[config.mk]
export PLATFORM = sky130hd
export DESIGN_NAME = linear_probe_char_set_flat
export DESIGN_NICKNAME = d
export VERILOG_FILES = /design/src/sv/lpcs_pkg.sv /design/src/sv/lpcs_cfg_if.sv /design/src/sv/lpcs_in_if.sv /design/src/sv/lpcs_out_if.sv /design/src/sv/linear_probe_char_set.sv /design/src/sv/lpcs_ram.sv /design/src/sv/lpcs_mod_unit.sv /design/src/flat_wrapper.sv
export SDC_FILE = /design/constraint.sdc
export NUM_CORES = 2
export LEC_CHECK = 0
export ABC_CLOCK_PERIOD_IN_PS = 9900
export BUFFER_PORTS_ARGS = -buffer_cell sky130_fd_sc_hd__buf_4
export CAP_MARGIN = 20
export CORE_MARGIN = 3
export CORE_UTILIZATION = 50
export DETAILED_ROUTE_END_ITERATION = 12
export GPL_ROUTABILITY_DRIVEN = 0
export GPL_TIMING_DRIVEN = 0
export PLACE_DENSITY = 0.7
export SETUP_SLACK_MARGIN = 0.5
export SYNTH_ARGS = -nofsm -noshare
export SYNTH_HDL_FRONTEND = slang
export SYNTH_SLANG_ARGS = --single-unit
[constraint.sdc]
create_clock -name clk_i -period 9.9 [get_ports clk_i]
set_input_delay 0 -clock clk_i [delete_from_list [all_inputs] [get_ports clk_i]]
set_output_delay 0 -clock clk_i [all_outputs]
set_load 0.01 [all_outputs]
[src/sv/lpcs_pkg.sv]
// ----------------------------------------------------------------------------
// lpcs_pkg
// Shared constants, types and helper functions of the linear probing
// character set: widths, result status codes and the modulo unit handshake.
// ----------------------------------------------------------------------------
package lpcs_pkg;

  // Table geometry.
  localparam int unsigned MAX_SLOTS = 64;
  localparam int unsigned IDX_W     = $clog2(MAX_SLOTS);
  localparam int unsigned CAP_W     = 7;
  localparam int unsigned KEY_W     = 8;
  localparam int unsigned STATUS_W  = 3;

  // Capacity after reset when the register was never written.
  localparam logic [CAP_W-1:0] RESET_INIT_CAP = CAP_W'(5);
  localparam logic [CAP_W-1:0] MAX_CAP        = CAP_W'(MAX_SLOTS);

  // Result status codes.
  typedef enum logic [STATUS_W-1:0] {
    ST_ADDED       = 3'd0,
    ST_DUP         = 3'd1,
    ST_GROWN       = 3'd2,
    ST_DROPPED     = 3'd3,
    ST_FLUSH       = 3'd4,
    ST_FLUSH_EMPTY = 3'd5
  } status_e;

  // Request to the modulo unit.
  typedef struct packed {
    logic             start;
    logic [KEY_W-1:0] dividend;
    logic [CAP_W-1:0] divisor;
  } mod_req_t;

  // Answer of the modulo unit.
  typedef struct packed {
    logic             done;
    logic [IDX_W-1:0] rem;
  } mod_rsp_t;

  // Clamp the programmed capacity into the range 1 to MAX_SLOTS.
  function automatic logic [CAP_W-1:0] eff_cap(input logic [CAP_W-1:0] raw);
    logic [CAP_W-1:0] c;
    c = raw;
    if (raw == '0) begin
      c = CAP_W'(1);
    end else if (raw > MAX_CAP) begin
      c = MAX_CAP;
    end
    return c;
  endfunction

  // Doubled capacity, saturating at the slot limit.
  function automatic logic [CAP_W-1:0] grow_cap(input logic [CAP_W-1:0] cap);
    logic [CAP_W:0] dbl;
    logic [CAP_W-1:0] c;
    dbl = {cap, 1'b0};
    if (dbl > {1'b0, MAX_CAP}) begin
      c = MAX_CAP;
    end else begin
      c = dbl[CAP_W-1:0];
    end
    return c;
  endfunction

endpackage

[src/sv/lpcs_cfg_if.sv]
// ----------------------------------------------------------------------------
// lpcs_cfg_if
// Configuration write channel carrying the initial capacity word.
// ----------------------------------------------------------------------------
interface lpcs_cfg_if import lpcs_pkg::*; ();
  logic             valid;
  logic             ready;
  logic [CAP_W-1:0] initial_capacity;

  modport source (output valid, output initial_capacity, input ready);
  modport sink   (input valid, input initial_capacity, output ready);
endinterface

[src/sv/lpcs_in_if.sv]
// ----------------------------------------------------------------------------
// lpcs_in_if
// Input channel: one command word with its key.
// ----------------------------------------------------------------------------
interface lpcs_in_if import lpcs_pkg::*; ();
  logic             valid;
  logic             ready;
  logic             command;
  logic [KEY_W-1:0] key;

  modport source (output valid, output command, output key, input ready);
  modport sink   (input valid, input command, input key, output ready);
endinterface

[src/sv/lpcs_out_if.sv]
// ----------------------------------------------------------------------------
// lpcs_out_if
// Result channel: status, key, distinct count and last flag of each word.
// ----------------------------------------------------------------------------
interface lpcs_out_if import lpcs_pkg::*; ();
  logic                valid;
  logic                ready;
  logic [STATUS_W-1:0] status;
  logic [KEY_W-1:0]    key_out;
  logic [CAP_W-1:0]    distinct_count;
  logic                last;

  modport source (output valid, output status, output key_out,
                  output distinct_count, output last, input ready);
  modport sink   (input valid, input status, input key_out,
                  input distinct_count, input last, output ready);
endinterface

[src/sv/linear_probe_char_set.sv]
// ----------------------------------------------------------------------------
// linear_probe_char_set
// Set of distinct non-zero byte keys in an open-addressed table with linear
// probing, growth by doubling with reinsertion, and flush in slot order.
// ----------------------------------------------------------------------------
// Insert: the modulo unit gives the home slot, and each probe is a slot RAM read
//   and a compare, until a free slot or the key itself is found; the result word
//   is then registered for the output.
// Growth first gathers the C old slots into the rehash RAM, then reinserts each key.
// Flush: a read and a check per slot scanned, plus output stalls; one item at a time.
// After reset the table is empty with capacity 5; no clearing pass is needed.
module linear_probe_char_set import lpcs_pkg::*; (
  input  logic       clk_i,
  input  logic       rst_ni,
  lpcs_cfg_if.sink   cfg_i,
  lpcs_in_if.sink    in_i,
  lpcs_out_if.source out_o
);

  typedef enum logic [3:0] {
    S_IDLE,
    S_HOME,
    S_PRD,
    S_PCHK,
    S_GRD,
    S_GCHK,
    S_RRD,
    S_RKEY,
    S_FRD,
    S_FCHK,
    S_RESULT
  } state_e;

  typedef enum logic [1:0] {
    PM_INSERT,
    PM_REHASH,
    PM_FINAL
  } probe_mode_e;

  // Control state.
  state_e              state_q, state_d;
  probe_mode_e         mode_q, mode_d;
  logic [CAP_W-1:0]    init_cap_q, init_cap_d;
  logic [CAP_W-1:0]    cap_q, cap_d;
  logic [CAP_W-1:0]    count_q, count_d;
  logic [MAX_SLOTS-1:0] valid_q, valid_d;
  logic                rd_vld_q, rd_vld_d;
  logic                out_valid_q, out_valid_d;
  logic [IDX_W-1:0]    pos_q, pos_d;
  logic [CAP_W-1:0]    step_q, step_d;
  logic [CAP_W-1:0]    idx_q, idx_d;
  logic [CAP_W-1:0]    n_q, n_d;
  logic [CAP_W-1:0]    j_q, j_d;

  // Payload registers.
  logic [KEY_W-1:0]    key_q, key_d;
  logic [KEY_W-1:0]    cur_key_q, cur_key_d;
  status_e             res_status_q, res_status_d;
  status_e             out_status_q, out_status_d;
  logic [KEY_W-1:0]    out_key_q, out_key_d;
  logic [CAP_W-1:0]    out_count_q, out_count_d;
  logic                out_last_q, out_last_d;

  // Memory and unit ports.
  logic                slot_we, slot_re;
  logic [IDX_W-1:0]    slot_waddr, slot_raddr;
  logic [KEY_W-1:0]    slot_wdata, slot_rdata;
  logic                buf_we, buf_re;
  logic [IDX_W-1:0]    buf_waddr, buf_raddr;
  logic [KEY_W-1:0]    buf_wdata, buf_rdata;
  mod_req_t            mod_req;
  mod_rsp_t            mod_rsp;

  logic [KEY_W-1:0]    slot_val;
  logic                out_free;
  logic                in_fire;
  logic [IDX_W-1:0]    pos_inc;
  logic                probe_empty, probe_dup, probe_full;
  logic                flush_last;

  lpcs_ram #(
    .WIDTH (KEY_W),
    .DEPTH (MAX_SLOTS)
  ) u_slot_ram (
    .clk_i   (clk_i),
    .we_i    (slot_we),
    .waddr_i (slot_waddr),
    .wdata_i (slot_wdata),
    .re_i    (slot_re),
    .raddr_i (slot_raddr),
    .rdata_o (slot_rdata)
  );

  lpcs_ram #(
    .WIDTH (KEY_W),
    .DEPTH (MAX_SLOTS)
  ) u_rehash_ram (
    .clk_i   (clk_i),
    .we_i    (buf_we),
    .waddr_i (buf_waddr),
    .wdata_i (buf_wdata),
    .re_i    (buf_re),
    .raddr_i (buf_raddr),
    .rdata_o (buf_rdata)
  );

  lpcs_mod_unit u_mod (
    .clk_i  (clk_i),
    .rst_ni (rst_ni),
    .req_i  (mod_req),
    .rsp_o  (mod_rsp)
  );

  // Handshakes and slot decode.
  assign cfg_i.ready = 1'b1;
  assign in_i.ready  = (state_q == S_IDLE);
  assign in_fire     = in_i.valid && (state_q == S_IDLE);
  assign out_free    = !out_valid_q || out_o.ready;
  assign slot_val    = rd_vld_q ? slot_rdata : '0;
  assign probe_empty = (slot_val == '0);
  assign probe_dup   = (slot_val == cur_key_q);
  assign probe_full  = ((step_q + CAP_W'(1)) == cap_q);
  assign flush_last  = ((j_q + CAP_W'(1)) == count_q);
  assign pos_inc     = ((CAP_W'(pos_q) + CAP_W'(1)) == cap_q) ? '0 : pos_q + IDX_W'(1);

  // Sequencer.
  always_comb begin
    state_d      = state_q;
    mode_d       = mode_q;
    init_cap_d   = init_cap_q;
    cap_d        = cap_q;
    count_d      = count_q;
    valid_d      = valid_q;
    rd_vld_d     = rd_vld_q;
    out_valid_d  = out_valid_q && !out_o.ready;
    pos_d        = pos_q;
    step_d       = step_q;
    idx_d        = idx_q;
    n_d          = n_q;
    j_d          = j_q;
    key_d        = key_q;
    cur_key_d    = cur_key_q;
    res_status_d = res_status_q;
    out_status_d = out_status_q;
    out_key_d    = out_key_q;
    out_count_d  = out_count_q;
    out_last_d   = out_last_q;
    slot_we      = 1'b0;
    slot_waddr   = pos_q;
    slot_wdata   = cur_key_q;
    slot_re      = 1'b0;
    slot_raddr   = pos_q;
    buf_we       = 1'b0;
    buf_waddr    = n_q[IDX_W-1:0];
    buf_wdata    = slot_val;
    buf_re       = 1'b0;
    buf_raddr    = j_q[IDX_W-1:0];
    mod_req      = '{start: 1'b0, dividend: cur_key_q, divisor: cap_q};

    // Register write.
    if (cfg_i.valid) begin
      init_cap_d = cfg_i.initial_capacity;
    end

    unique case (state_q)
      S_IDLE: begin
        if (in_fire) begin
          if (in_i.command) begin
            key_d = '0;
            if (count_q == '0) begin
              res_status_d = ST_FLUSH_EMPTY;
              valid_d      = '0;
              cap_d        = eff_cap(init_cap_q);
              count_d      = '0;
              state_d      = S_RESULT;
            end else begin
              idx_d   = '0;
              j_d     = '0;
              state_d = S_FRD;
            end
          end else if (in_i.key == '0) begin
            key_d        = '0;
            res_status_d = ST_DROPPED;
            state_d      = S_RESULT;
          end else begin
            key_d     = in_i.key;
            cur_key_d = in_i.key;
            mode_d    = PM_INSERT;
            mod_req   = '{start: 1'b1, dividend: in_i.key, divisor: cap_q};
            state_d   = S_HOME;
          end
        end
      end

      // Wait for the home slot.
      S_HOME: begin
        if (mod_rsp.done) begin
          pos_d   = mod_rsp.rem;
          step_d  = '0;
          state_d = S_PRD;
        end
      end

      S_PRD: begin
        slot_re  = 1'b1;
        rd_vld_d = valid_q[pos_q];
        state_d  = S_PCHK;
      end

      // Compare one slot and decide the next probe step.
      S_PCHK: begin
        if (probe_empty) begin
          slot_we        = 1'b1;
          valid_d[pos_q] = 1'b1;
          count_d        = count_q + CAP_W'(1);
          unique case (mode_q)
            PM_INSERT: begin
              res_status_d = ST_ADDED;
              state_d      = S_RESULT;
            end
            PM_FINAL: begin
              res_status_d = ST_GROWN;
              state_d      = S_RESULT;
            end
            PM_REHASH: begin
              j_d = j_q + CAP_W'(1);
              if ((j_q + CAP_W'(1)) == n_q) begin
                cur_key_d = key_q;
                mode_d    = PM_FINAL;
                mod_req   = '{start: 1'b1, dividend: key_q, divisor: cap_q};
                state_d   = S_HOME;
              end else begin
                state_d = S_RRD;
              end
            end
            default: state_d = S_IDLE;
          endcase
        end else if (probe_dup) begin
          res_status_d = ST_DUP;
          state_d      = S_RESULT;
        end else if (probe_full) begin
          if (cap_q >= MAX_CAP) begin
            res_status_d = ST_DROPPED;
            state_d      = S_RESULT;
          end else begin
            idx_d   = '0;
            n_d     = '0;
            state_d = S_GRD;
          end
        end else begin
          step_d  = step_q + CAP_W'(1);
          pos_d   = pos_inc;
          state_d = S_PRD;
        end
      end

      // Gather the old keys, then clear and enlarge the table.
      S_GRD: begin
        if (idx_q == cap_q) begin
          cap_d   = grow_cap(cap_q);
          valid_d = '0;
          count_d = '0;
          j_d     = '0;
          if (n_q == '0) begin
            cur_key_d = key_q;
            mode_d    = PM_FINAL;
            mod_req   = '{start: 1'b1, dividend: key_q, divisor: grow_cap(cap_q)};
            state_d   = S_HOME;
          end else begin
            state_d = S_RRD;
          end
        end else begin
          slot_re    = 1'b1;
          slot_raddr = idx_q[IDX_W-1:0];
          rd_vld_d   = valid_q[idx_q[IDX_W-1:0]];
          state_d    = S_GCHK;
        end
      end

      S_GCHK: begin
        if (!probe_empty) begin
          buf_we = 1'b1;
          n_d    = n_q + CAP_W'(1);
        end
        idx_d   = idx_q + CAP_W'(1);
        state_d = S_GRD;
      end

      // Reinsert the gathered keys in order.
      S_RRD: begin
        buf_re  = 1'b1;
        state_d = S_RKEY;
      end

      S_RKEY: begin
        cur_key_d = buf_rdata;
        mode_d    = PM_REHASH;
        mod_req   = '{start: 1'b1, dividend: buf_rdata, divisor: cap_q};
        state_d   = S_HOME;
      end

      // Flush: walk the slots and emit each stored key.
      S_FRD: begin
        if (idx_q == cap_q) begin
          valid_d = '0;
          cap_d   = eff_cap(init_cap_q);
          count_d = '0;
          state_d = S_IDLE;
        end else begin
          slot_re    = 1'b1;
          slot_raddr = idx_q[IDX_W-1:0];
          rd_vld_d   = valid_q[idx_q[IDX_W-1:0]];
          state_d    = S_FCHK;
        end
      end

      S_FCHK: begin
        if (probe_empty) begin
          idx_d   = idx_q + CAP_W'(1);
          state_d = S_FRD;
        end else if (out_free) begin
          out_valid_d  = 1'b1;
          out_status_d = ST_FLUSH;
          out_key_d    = slot_val;
          out_count_d  = '0;
          out_last_d   = flush_last;
          j_d          = j_q + CAP_W'(1);
          idx_d        = idx_q + CAP_W'(1);
          if (flush_last) begin
            valid_d = '0;
            cap_d   = eff_cap(init_cap_q);
            count_d = '0;
            state_d = S_IDLE;
          end else begin
            state_d = S_FRD;
          end
        end
      end

      // Hand the single result word of an insert or empty flush to the output.
      S_RESULT: begin
        if (out_free) begin
          out_valid_d  = 1'b1;
          out_status_d = res_status_q;
          out_key_d    = key_q;
          out_count_d  = count_q;
          out_last_d   = 1'b1;
          state_d      = S_IDLE;
        end
      end

      default: state_d = S_IDLE;
    endcase
  end

  // Control registers.
  always_ff @(posedge clk_i or negedge rst_ni) begin
    if (!rst_ni) begin
      state_q     <= S_IDLE;
      mode_q      <= PM_INSERT;
      init_cap_q  <= RESET_INIT_CAP;
      cap_q       <= eff_cap(RESET_INIT_CAP);
      count_q     <= '0;
      valid_q     <= '0;
      rd_vld_q    <= 1'b0;
      out_valid_q <= 1'b0;
      pos_q       <= '0;
      step_q      <= '0;
      idx_q       <= '0;
      n_q         <= '0;
      j_q         <= '0;
    end else begin
      state_q     <= state_d;
      mode_q      <= mode_d;
      init_cap_q  <= init_cap_d;
      cap_q       <= cap_d;
      count_q     <= count_d;
      valid_q     <= valid_d;
      rd_vld_q    <= rd_vld_d;
      out_valid_q <= out_valid_d;
      pos_q       <= pos_d;
      step_q      <= step_d;
      idx_q       <= idx_d;
      n_q         <= n_d;
      j_q         <= j_d;
    end
  end

  // Payload registers.
  always_ff @(posedge clk_i) begin
    key_q        <= key_d;
    cur_key_q    <= cur_key_d;
    res_status_q <= res_status_d;
    out_status_q <= out_status_d;
    out_key_q    <= out_key_d;
    out_count_q  <= out_count_d;
    out_last_q   <= out_last_d;
  end

  // Output word.
  assign out_o.valid          = out_valid_q;
  assign out_o.status         = out_status_q;
  assign out_o.key_out        = out_key_q;
  assign out_o.distinct_count = out_count_q;
  assign out_o.last           = out_last_q;

  // The table never holds more keys than it has slots.
  a_count_cap: assert property (@(posedge clk_i) disable iff (!rst_ni)
    count_q <= cap_q)
    else $error("key count exceeds capacity");

  // Capacity stays within 1 to MAX_SLOTS.
  a_cap_range: assert property (@(posedge clk_i) disable iff (!rst_ni)
    (cap_q != '0) && (cap_q <= MAX_CAP))
    else $error("capacity out of range");

  // Every probed slot lies inside the current capacity.
  a_pos_range: assert property (@(posedge clk_i) disable iff (!rst_ni)
    (state_q == S_PCHK) |-> (CAP_W'(pos_q) < cap_q))
    else $error("probe position beyond capacity");

endmodule

[src/sv/lpcs_ram.sv]
// ----------------------------------------------------------------------------
// lpcs_ram
// Generic single write port, single read port RAM with registered read data.
// The read data holds while no read is enabled.
// ----------------------------------------------------------------------------
module lpcs_ram #(
  parameter int unsigned WIDTH = 8,
  parameter int unsigned DEPTH = 64
) (
  input  logic                     clk_i,
  input  logic                     we_i,
  input  logic [$clog2(DEPTH)-1:0] waddr_i,
  input  logic [WIDTH-1:0]         wdata_i,
  input  logic                     re_i,
  input  logic [$clog2(DEPTH)-1:0] raddr_i,
  output logic [WIDTH-1:0]         rdata_o
);

  logic [WIDTH-1:0] mem_q [DEPTH];
  logic [WIDTH-1:0] rdata_q;

  // Write port.
  always_ff @(posedge clk_i) begin
    if (we_i) begin
      mem_q[waddr_i] <= wdata_i;
    end
  end

  // Registered read port.
  always_ff @(posedge clk_i) begin
    if (re_i) begin
      rdata_q <= mem_q[raddr_i];
    end
  end

  assign rdata_o = rdata_q;

endmodule

[src/sv/lpcs_mod_unit.sv]
// ----------------------------------------------------------------------------
// lpcs_mod_unit
// Restoring remainder unit: key modulo capacity, one dividend bit per cycle.
// A start launches KEY_W steps; done pulses once with the remainder.
// ----------------------------------------------------------------------------
module lpcs_mod_unit import lpcs_pkg::*; (
  input  logic     clk_i,
  input  logic     rst_ni,
  input  mod_req_t req_i,
  output mod_rsp_t rsp_o
);

  typedef enum logic {
    M_IDLE,
    M_RUN
  } mod_state_e;

  localparam int unsigned CNT_W = $clog2(KEY_W);

  mod_state_e       state_q, state_d;
  logic [CNT_W-1:0] cnt_q, cnt_d;
  logic [KEY_W-1:0] num_q, num_d;
  logic [CAP_W-1:0] div_q, div_d;
  logic [CAP_W-1:0] rem_q, rem_d;
  logic             done_q, done_d;
  logic [KEY_W-1:0] trial;

  // One shift and conditional subtract per cycle.
  always_comb begin
    state_d = state_q;
    cnt_d   = cnt_q;
    num_d   = num_q;
    div_d   = div_q;
    rem_d   = rem_q;
    done_d  = 1'b0;
    trial   = {rem_q, num_q[KEY_W-1]};
    unique case (state_q)
      M_IDLE: begin
        if (req_i.start) begin
          num_d   = req_i.dividend;
          div_d   = req_i.divisor;
          rem_d   = '0;
          cnt_d   = '0;
          state_d = M_RUN;
        end
      end
      M_RUN: begin
        if (trial >= {1'b0, div_q}) begin
          rem_d = CAP_W'(trial - {1'b0, div_q});
        end else begin
          rem_d = trial[CAP_W-1:0];
        end
        num_d = {num_q[KEY_W-2:0], 1'b0};
        cnt_d = cnt_q + CNT_W'(1);
        if (cnt_q == CNT_W'(KEY_W - 1)) begin
          done_d  = 1'b1;
          state_d = M_IDLE;
        end
      end
      default: state_d = M_IDLE;
    endcase
  end

  always_ff @(posedge clk_i or negedge rst_ni) begin
    if (!rst_ni) begin
      state_q <= M_IDLE;
      cnt_q   <= '0;
      num_q   <= '0;
      div_q   <= CAP_W'(1);
      rem_q   <= '0;
      done_q  <= 1'b0;
    end else begin
      state_q <= state_d;
      cnt_q   <= cnt_d;
      num_q   <= num_d;
      div_q   <= div_d;
      rem_q   <= rem_d;
      done_q  <= done_d;
    end
  end

  assign rsp_o.done = done_q;
  assign rsp_o.rem  = rem_q[IDX_W-1:0];

  // The remainder handed out is always below the divisor.
  a_rem_range: assert property (@(posedge clk_i) disable iff (!rst_ni)
    done_q |-> (rem_q < div_q))
    else $error("modulo result not below divisor");

  // The sequencer never restarts the unit while it is working.
  a_no_restart: assert property (@(posedge clk_i) disable iff (!rst_ni)
    (state_q == M_RUN) |-> !req_i.start)
    else $error("modulo unit started while busy");

endmodule
[src/flat_wrapper.sv]
// flat-port wrapper written by rule: the top's interface ports become plain ports
module linear_probe_char_set_flat import lpcs_pkg::*;
  (clk_i, rst_ni, cfg_i_valid, cfg_i_initial_capacity, cfg_i_ready, in_i_valid, in_i_command, in_i_key, in_i_ready, out_o_valid, out_o_status, out_o_key_out, out_o_distinct_count, out_o_last, out_o_ready);
  lpcs_cfg_if cfg_i_i ();
  lpcs_in_if in_i_i ();
  lpcs_out_if out_o_i ();
  input  logic clk_i;
  input  logic rst_ni;
  input wire logic [$bits(cfg_i_i.valid)-1:0] cfg_i_valid;
  input wire logic [$bits(cfg_i_i.initial_capacity)-1:0] cfg_i_initial_capacity;
  output wire logic [$bits(cfg_i_i.ready)-1:0] cfg_i_ready;
  input wire logic [$bits(in_i_i.valid)-1:0] in_i_valid;
  input wire logic [$bits(in_i_i.command)-1:0] in_i_command;
  input wire logic [$bits(in_i_i.key)-1:0] in_i_key;
  output wire logic [$bits(in_i_i.ready)-1:0] in_i_ready;
  output wire logic [$bits(out_o_i.valid)-1:0] out_o_valid;
  output wire logic [$bits(out_o_i.status)-1:0] out_o_status;
  output wire logic [$bits(out_o_i.key_out)-1:0] out_o_key_out;
  output wire logic [$bits(out_o_i.distinct_count)-1:0] out_o_distinct_count;
  output wire logic [$bits(out_o_i.last)-1:0] out_o_last;
  input wire logic [$bits(out_o_i.ready)-1:0] out_o_ready;
  assign cfg_i_i.valid = cfg_i_valid;
  assign cfg_i_i.initial_capacity = cfg_i_initial_capacity;
  assign cfg_i_ready = cfg_i_i.ready;
  assign in_i_i.valid = in_i_valid;
  assign in_i_i.command = in_i_command;
  assign in_i_i.key = in_i_key;
  assign in_i_ready = in_i_i.ready;
  assign out_o_valid = out_o_i.valid;
  assign out_o_status = out_o_i.status;
  assign out_o_key_out = out_o_i.key_out;
  assign out_o_distinct_count = out_o_i.distinct_count;
  assign out_o_last = out_o_i.last;
  assign out_o_i.ready = out_o_ready;
  linear_probe_char_set u_core (.clk_i(clk_i), .rst_ni(rst_ni), .cfg_i(cfg_i_i), .in_i(in_i_i), .out_o(out_o_i));
endmodule
Word-level counts from Yosys, hierarchy flattened
Memory sizes are Yosys's and may differ from the RTL's. A register that Yosys moved wholly into a read port is not among the register bits. Cells that the tools add are included.

Bitwise gates (word level): 2. Equality and inequality tests: 51. Order comparisons: 7. Add/subtract/negate cells: 9. Reduce and logical (&&, ||, !) cells: 39. Mux-type cells: 167.

Operators by type and width (count): $mux 64 (8); $mux 7 (42); $pmux 64 s4 (1); $mux 16 (8); $pmux 7 s4 (4); $mux 8 (13); $or 64x64->64 (1); $pmux 16 s4 (1); $pmux 7 s2 (4); $mux 4 (13); $mux 3 (15); $reduce_and 9->1 (5); $pmux 4 s11 (1); $mux 6 (7); $add 7x1->7 const B (5); $eq 7x7->1 (5); $pmux 8 s2 (2); $pmux 8 s4 (1); $ne 2x1->1 const B (13); $ne 2x2->1 const B (13); $pmux 3 s2 (4); $mux 1 (23); $logic_not 7->1 (3); $reduce_bool 4->1 (5); other kinds (43) (78).

Output and inout bits: 22. Word-level logic and storage cells: 303. Memories kept: 2. Input port bits: 21. Flip-flop bits (word level): 192. Bits in writable memories: 1024.

Memory list: u_core.u_rehash_ram.mem_q (depth 64, width 8, rd ports 1, clocked after Yosys merged registers in 1, wr ports 1, line lpcs_ram.sv:19) `logic [WIDTH-1:0] mem_q [DEPTH];`; u_core.u_slot_ram.mem_q (depth 64, width 8, rd ports 1, clocked after Yosys merged registers in 1, wr ports 1, line lpcs_ram.sv:19).

Depth between registers and ports, before layout
Depth in word-level cells: 8. Depth in mapped cells: 13.

Hierarchy
A second synthesis with hierarchy kept.

Cells, all modules: 3275. Area total of the unflattened synthesis: 53010.8 µm².

Modules (own cells, without submodules): lpcs_ram (seq. area each 15615.0 µm², cells each 972, area an instance 20270.7 µm², instances 2); linear_probe_char_set (seq. area each 4324.1 µm², cells each 1161, area an instance 10826.6 µm², instances 1); lpcs_mod_unit (seq. area each 676.9 µm², cells each 170, area an instance 1642.8 µm², instances 1).

Worst setup path after synthesis
No wires, ideal clock.

Path kind: register to register. From: register u_core.j_q[0]. To: register u_core.u_rehash_ram.rdata_q[0] (netlist: u_core.u_rehash_ram.rdata_o[0]), read port of u_core.u_rehash_ram.mem_q (data pin). Slack: 6.759 ns. Arrival time: 2.869 ns. Clock period less this slack: 3.141 ns. Buffers on the path: 3. Cell stages (with the launch flop): 7. Required time: 9.628 ns. Cells stage by stage: dfrtp_1 > clkbuf_1 > clkbuf_1 > buf_1 > mux4_2 > mux4_2 > mux4_2.

RTL lines: start: declaration (line linear_probe_char_set.sv:53) `logic [CAP_W-1:0] j_q, j_d;`; start signal: assignment (line linear_probe_char_set.sv:385) `j_q <= j_d;`; end: declaration (line lpcs_ram.sv:20) `logic [WIDTH-1:0] rdata_q;`.

Worst setup path after layout
From: register u_core.cap_q[2]. To: register u_core.u_slot_ram.rdata_q[2] (netlist: u_core.u_slot_ram.rdata_o[2]), read port of u_core.u_slot_ram.mem_q (data pin).

Cells in the longest elaborated chain, start to end: 3. Elaborated cells between the ends (all ways): 5. Those cells by class: 1 x eq/ne; 4 x mux.

RTL lines: start: declaration (line linear_probe_char_set.sv:44) `logic [CAP_W-1:0] cap_q, cap_d;`; start signal: assignment (line linear_probe_char_set.sv:362) `cap_q <= eff_cap(RESET_INIT_CAP);`; start signal: assignment (line linear_probe_char_set.sv:376) `cap_q <= cap_d;`; $eq 7x7->1 (*) (line linear_probe_char_set.sv:259, linear_probe_char_set.sv:304); $mux 1 / $mux 6 (equally long branches) (line linear_probe_char_set.sv:259, linear_probe_char_set.sv:304); $pmux 1 s2 / $mux 6 (equally long branches); end: declaration (line lpcs_ram.sv:20).

Every way passes the cells marked *; elsewhere a longest branch is shown, timed or not. A chain may end at the register's enable or synchronous reset.

==> impl_metrics.toml <==
[worst_setup_path]
critical_path_class = "flip-flop to flip-flop"
crit_path_start_kind = "flip-flop"
cp.required_ns = 10.24
critPathCaptureType = "flip-flop"
rr_startpoint = "u_core.cap_q[2]"
crit_arrival_ns = 5.88
worstPathMaxFanout = 10
startpoint = "u_core.cap_q[2]"

[pwr]
internal-power_w = 0.00808
vdd_drop_max_mv = 0.152
swShare_pct = 19.5
pwr-share-seq_pct = 55.6
p_leak_nw = 18.5
p_per_area_mw_per_mm2 = 169
p_comb_share_pct = 0.7
p_sw_w = 0.00195
clock_power_share_pct = 43.7
finalPower_w = 0.0100

[yosys]
yosysWarnings = 0
syn_area_mm2 = 0.0521
synth_top_area_share_pct = 62.1
synth_area_leader_cell = "edfxtp_1"
synth_area_leaders = "edfxtp_1, mux4_2, dfrtp_1"
synth-main-ff-cell = "edfxtp_1"
syn_nets = 3399
syn_inst = 3360
synth-seq-area-share_pct = 69.5
avgSynthCellArea_um2 = 15.5
ys_async_sr_fraction_pct = 12.5
ys_ff_latch = 1232
yosysUniqueCellTypes = 75
synth_edf_count = 1078

[drt]
vias_per_cell = 6.43
first_pass_iters = 6
drc = 0
via_count = 32600
wl_um = 143000
routedWlPerCell_um = 28.2
antenna_left = 0
drtIter0Drc = 4815

[run_status]
status = "finished clean"

[grt]
grt_max_degree = 104
grt_pass1_vias = 31500
overflow = 0
grtUsageTotal_pct = 26.5
antenna_found_initial = 10
grt_pass1_wl_um = 212000

[run]
cap_violations = 0

[floorplanning]
die_y_um = 329
initial_core_util_pct = 50.8
dieWidth_um = 329
fp-row-count = 117
die_area_mm2 = 0.108
ios = 43
core_mm2 = 0.103

[hold_path]
hp-class = "input port to flip-flop"
hp-start = "in_i_key[6]"

[cells_and_area]
area_delta_synth_final_pct = 13.6
nets = 3643
layout-drive-gt1-share_pct = 16.3
layout.cells.non_filler = 5079
final_util_pct = 57.7

[cts]
cts_max_level = 3
cts_max_path_buffers = 3
cts_tree = "done"
cts_buffers = 117
clock_sinks = 1232
clock_latency_ns = 0.71
clockRootBuffer = "clkbuf_16"
clk_pin_slew_ns = 0.06

[placed_design]
port_buffers = 40
placed_cells = 4814
pre_cts_slack_ns = 4.82
place_hpwl_um = 97200

[sta]
tns_ns = 0
drv_slew = 0
tightest_slew_ns = 1.34
worst_slack_ns = 4.36
rsz0062_at_grt = "no"
hold_viol_final = 0
slew_headroom_pct = 8.26
finClkSkew_ns = 0.0258
fin_crit_ns = 5.54
setup_violations = 0
fmax_ghz = 0.181
finalCritPeriodShare_pct = 55.9
-- synthesized netlist by cell type (25+ instances only) --
cell type / count
a2111oi_0: 32
a211oi_1: 162
a21oi_1: 104
a22oi_1: 35
a31o_2: 25
a31oi_1: 28
and2_1: 29
and3_1: 177
buf_1: 30
buf_2: 47
clkbuf_1: 149
dfrtp_1: 149
edfxtp_1: 1078
inv_1: 28
mux2_2: 39
mux2i_1: 77
mux4_2: 194
nand2_1: 178
nand3_1: 76
nor2_1: 283
nor2b_1: 33
nor4_1: 31
o21ai_0: 107
xnor2_1: 31
-- worst max-delay path, stage by stage (launching register included) --
cell and delay [ns]:
dfstp_2 0.51, buf_2 0.25, xnor2_1 0.17, nand4_1 0.24, o21ai_1 0.61, buf_2 0.41
nand2_1 0.27, clkbuf_1 0.36, a211oi_1 0.55, nor4_1 0.24, a2111oi_0 1.17, nand3_1 0.37
-- cell usage in the layout, fill, tap and decap left out, types with 22 or more instances in the layout --
| master | n |
|---|---|
| a211oi_1 | 162 |
| buf_16 | 24 |
| xnor2_1 | 31 |
| dlygate4sd3_1 | 28 |
| a2111oi_0 | 27 |
| clkbuf_16 | 121 |
| buf_2 | 53 |
| a21oi_1 | 104 |
| nand3_1 | 76 |
| o21ai_0 | 107 |
| a31o_2 | 25 |
| edfxtp_1 | 1078 |
| clkinv_1 | 22 |
| mux2_2 | 39 |
| dfrtp_1 | 149 |
| a22oi_1 | 35 |
| nand2_1 | 178 |
| and3_1 | 177 |
| mux4_2 | 194 |
| inv_1 | 28 |
| mux2i_1 | 77 |
| buf_4 | 52 |
| buf_1 | 34 |
| clkbuf_1 | 183 |
| nor2_1 | 282 |
| a31oi_1 | 28 |
| nor2b_1 | 33 |
| nor4_1 | 30 |
-- per-stage QoR --
step | hold slack (ns) | area, um2
2_1_floorplan | -0.296 | 52100
3_3_place_gp | 0.217 | 54100
3_5_place_dp | -0.0536 | 55100
4_1_cts | 0.133 | 59100
5_1_grt | 0.192 | 59200
6_report | 0.181 | 59200
-- power groups by stage --
| stage | sequential (W) | combinational, W | clock [W] |
|---|---|---|---|
| finish | 0.00558 | 0.0000740 | 0.00438 |
| floorplan | 0.00569 | 0.0000261 | 0 |
| global placement | 0.00569 | 0.0000573 | 0 |
| detailed placement | 0.00569 | 0.0000601 | 0 |
| global route | 0.00558 | 0.0000801 | 0.00462 |
| CTS | 0.00558 | 0.0000742 | 0.00442 |
-- state kept, by name (all words and copies together), names as in the netlist, 8 cells and up --
register	flops
u_core.u_mod.num_q	8
u_core.cur_key_q	8
u_core.u_slot_ram.mem_q	512
u_core.key_q	8
u_core.out_o.key_out	8
u_core.u_slot_ram.rdata_o	8
u_core.valid_q	64
u_core.u_rehash_ram.rdata_o	8
u_core.u_rehash_ram.mem_q	512
-- repair_timing --
item	in CTS	in global routing
endpoints found under the hold margin	192	0
resized for setup	0	0
buffers inserted	0	0
hold buffers	29	0
-- cells by family after synthesis --
family | after synthesis | share of synthesized area (%)
DFF | 1232 | 69.5
xor gates and xnor gates | 58 | 1.22
and+or+nand+nor | 888 | 8.31
AOI/OAI and AO/OA | 583 | 7.61
buffers and inverters | 269 | 2.16
adders and majority gates | 18 | 0.446
muxes | 311 | 10.7
other | 1 | 0.00719
-- worst paths after layout --
| kind | endpoint | cells after the start | slack (ns) |
|---|---|---|---|
| setup / recovery | u_core.u_slot_ram.rdata_o[2] | 11 | 4.36 |
| setup reg to reg | u_core.u_slot_ram.rdata_o[2] | 11 | 4.36 |
| max in group asynchronous | u_core.valid_q[25] | 4 | 8.98 |
| min in group asynchronous | u_core.u_mod.div_q[0] | 3 | 0.38 |
| hold reg to reg | u_core.u_mod.div_q[0] | 2 | 0.49 |
| hold / removal | u_core.cur_key_q[6] | 4 | 0.18 |
-- area by class of cell --
type                       count  area (um2)
clock buffer                 159        3210
tap                         1368        1710
fill                        7726       43400
sequential                  1232       36200
inverter                      30         113
clock inverter                58         502
timing repair buffer         125        1600
multi-input combinational   1859       14800
buffer                       239        1010
antenna                        9        22.5
-- routing by layer --
metal	share of wire [%]	GRT usage, %	up-vias
met4	4.6	11.3	0
met1	38	36.4	16400
met2	47	41.3	2022
met5	0	0	-
met3	10	5.68	398
li1	-	-	13800
Power figures use the tool's default switching activity.
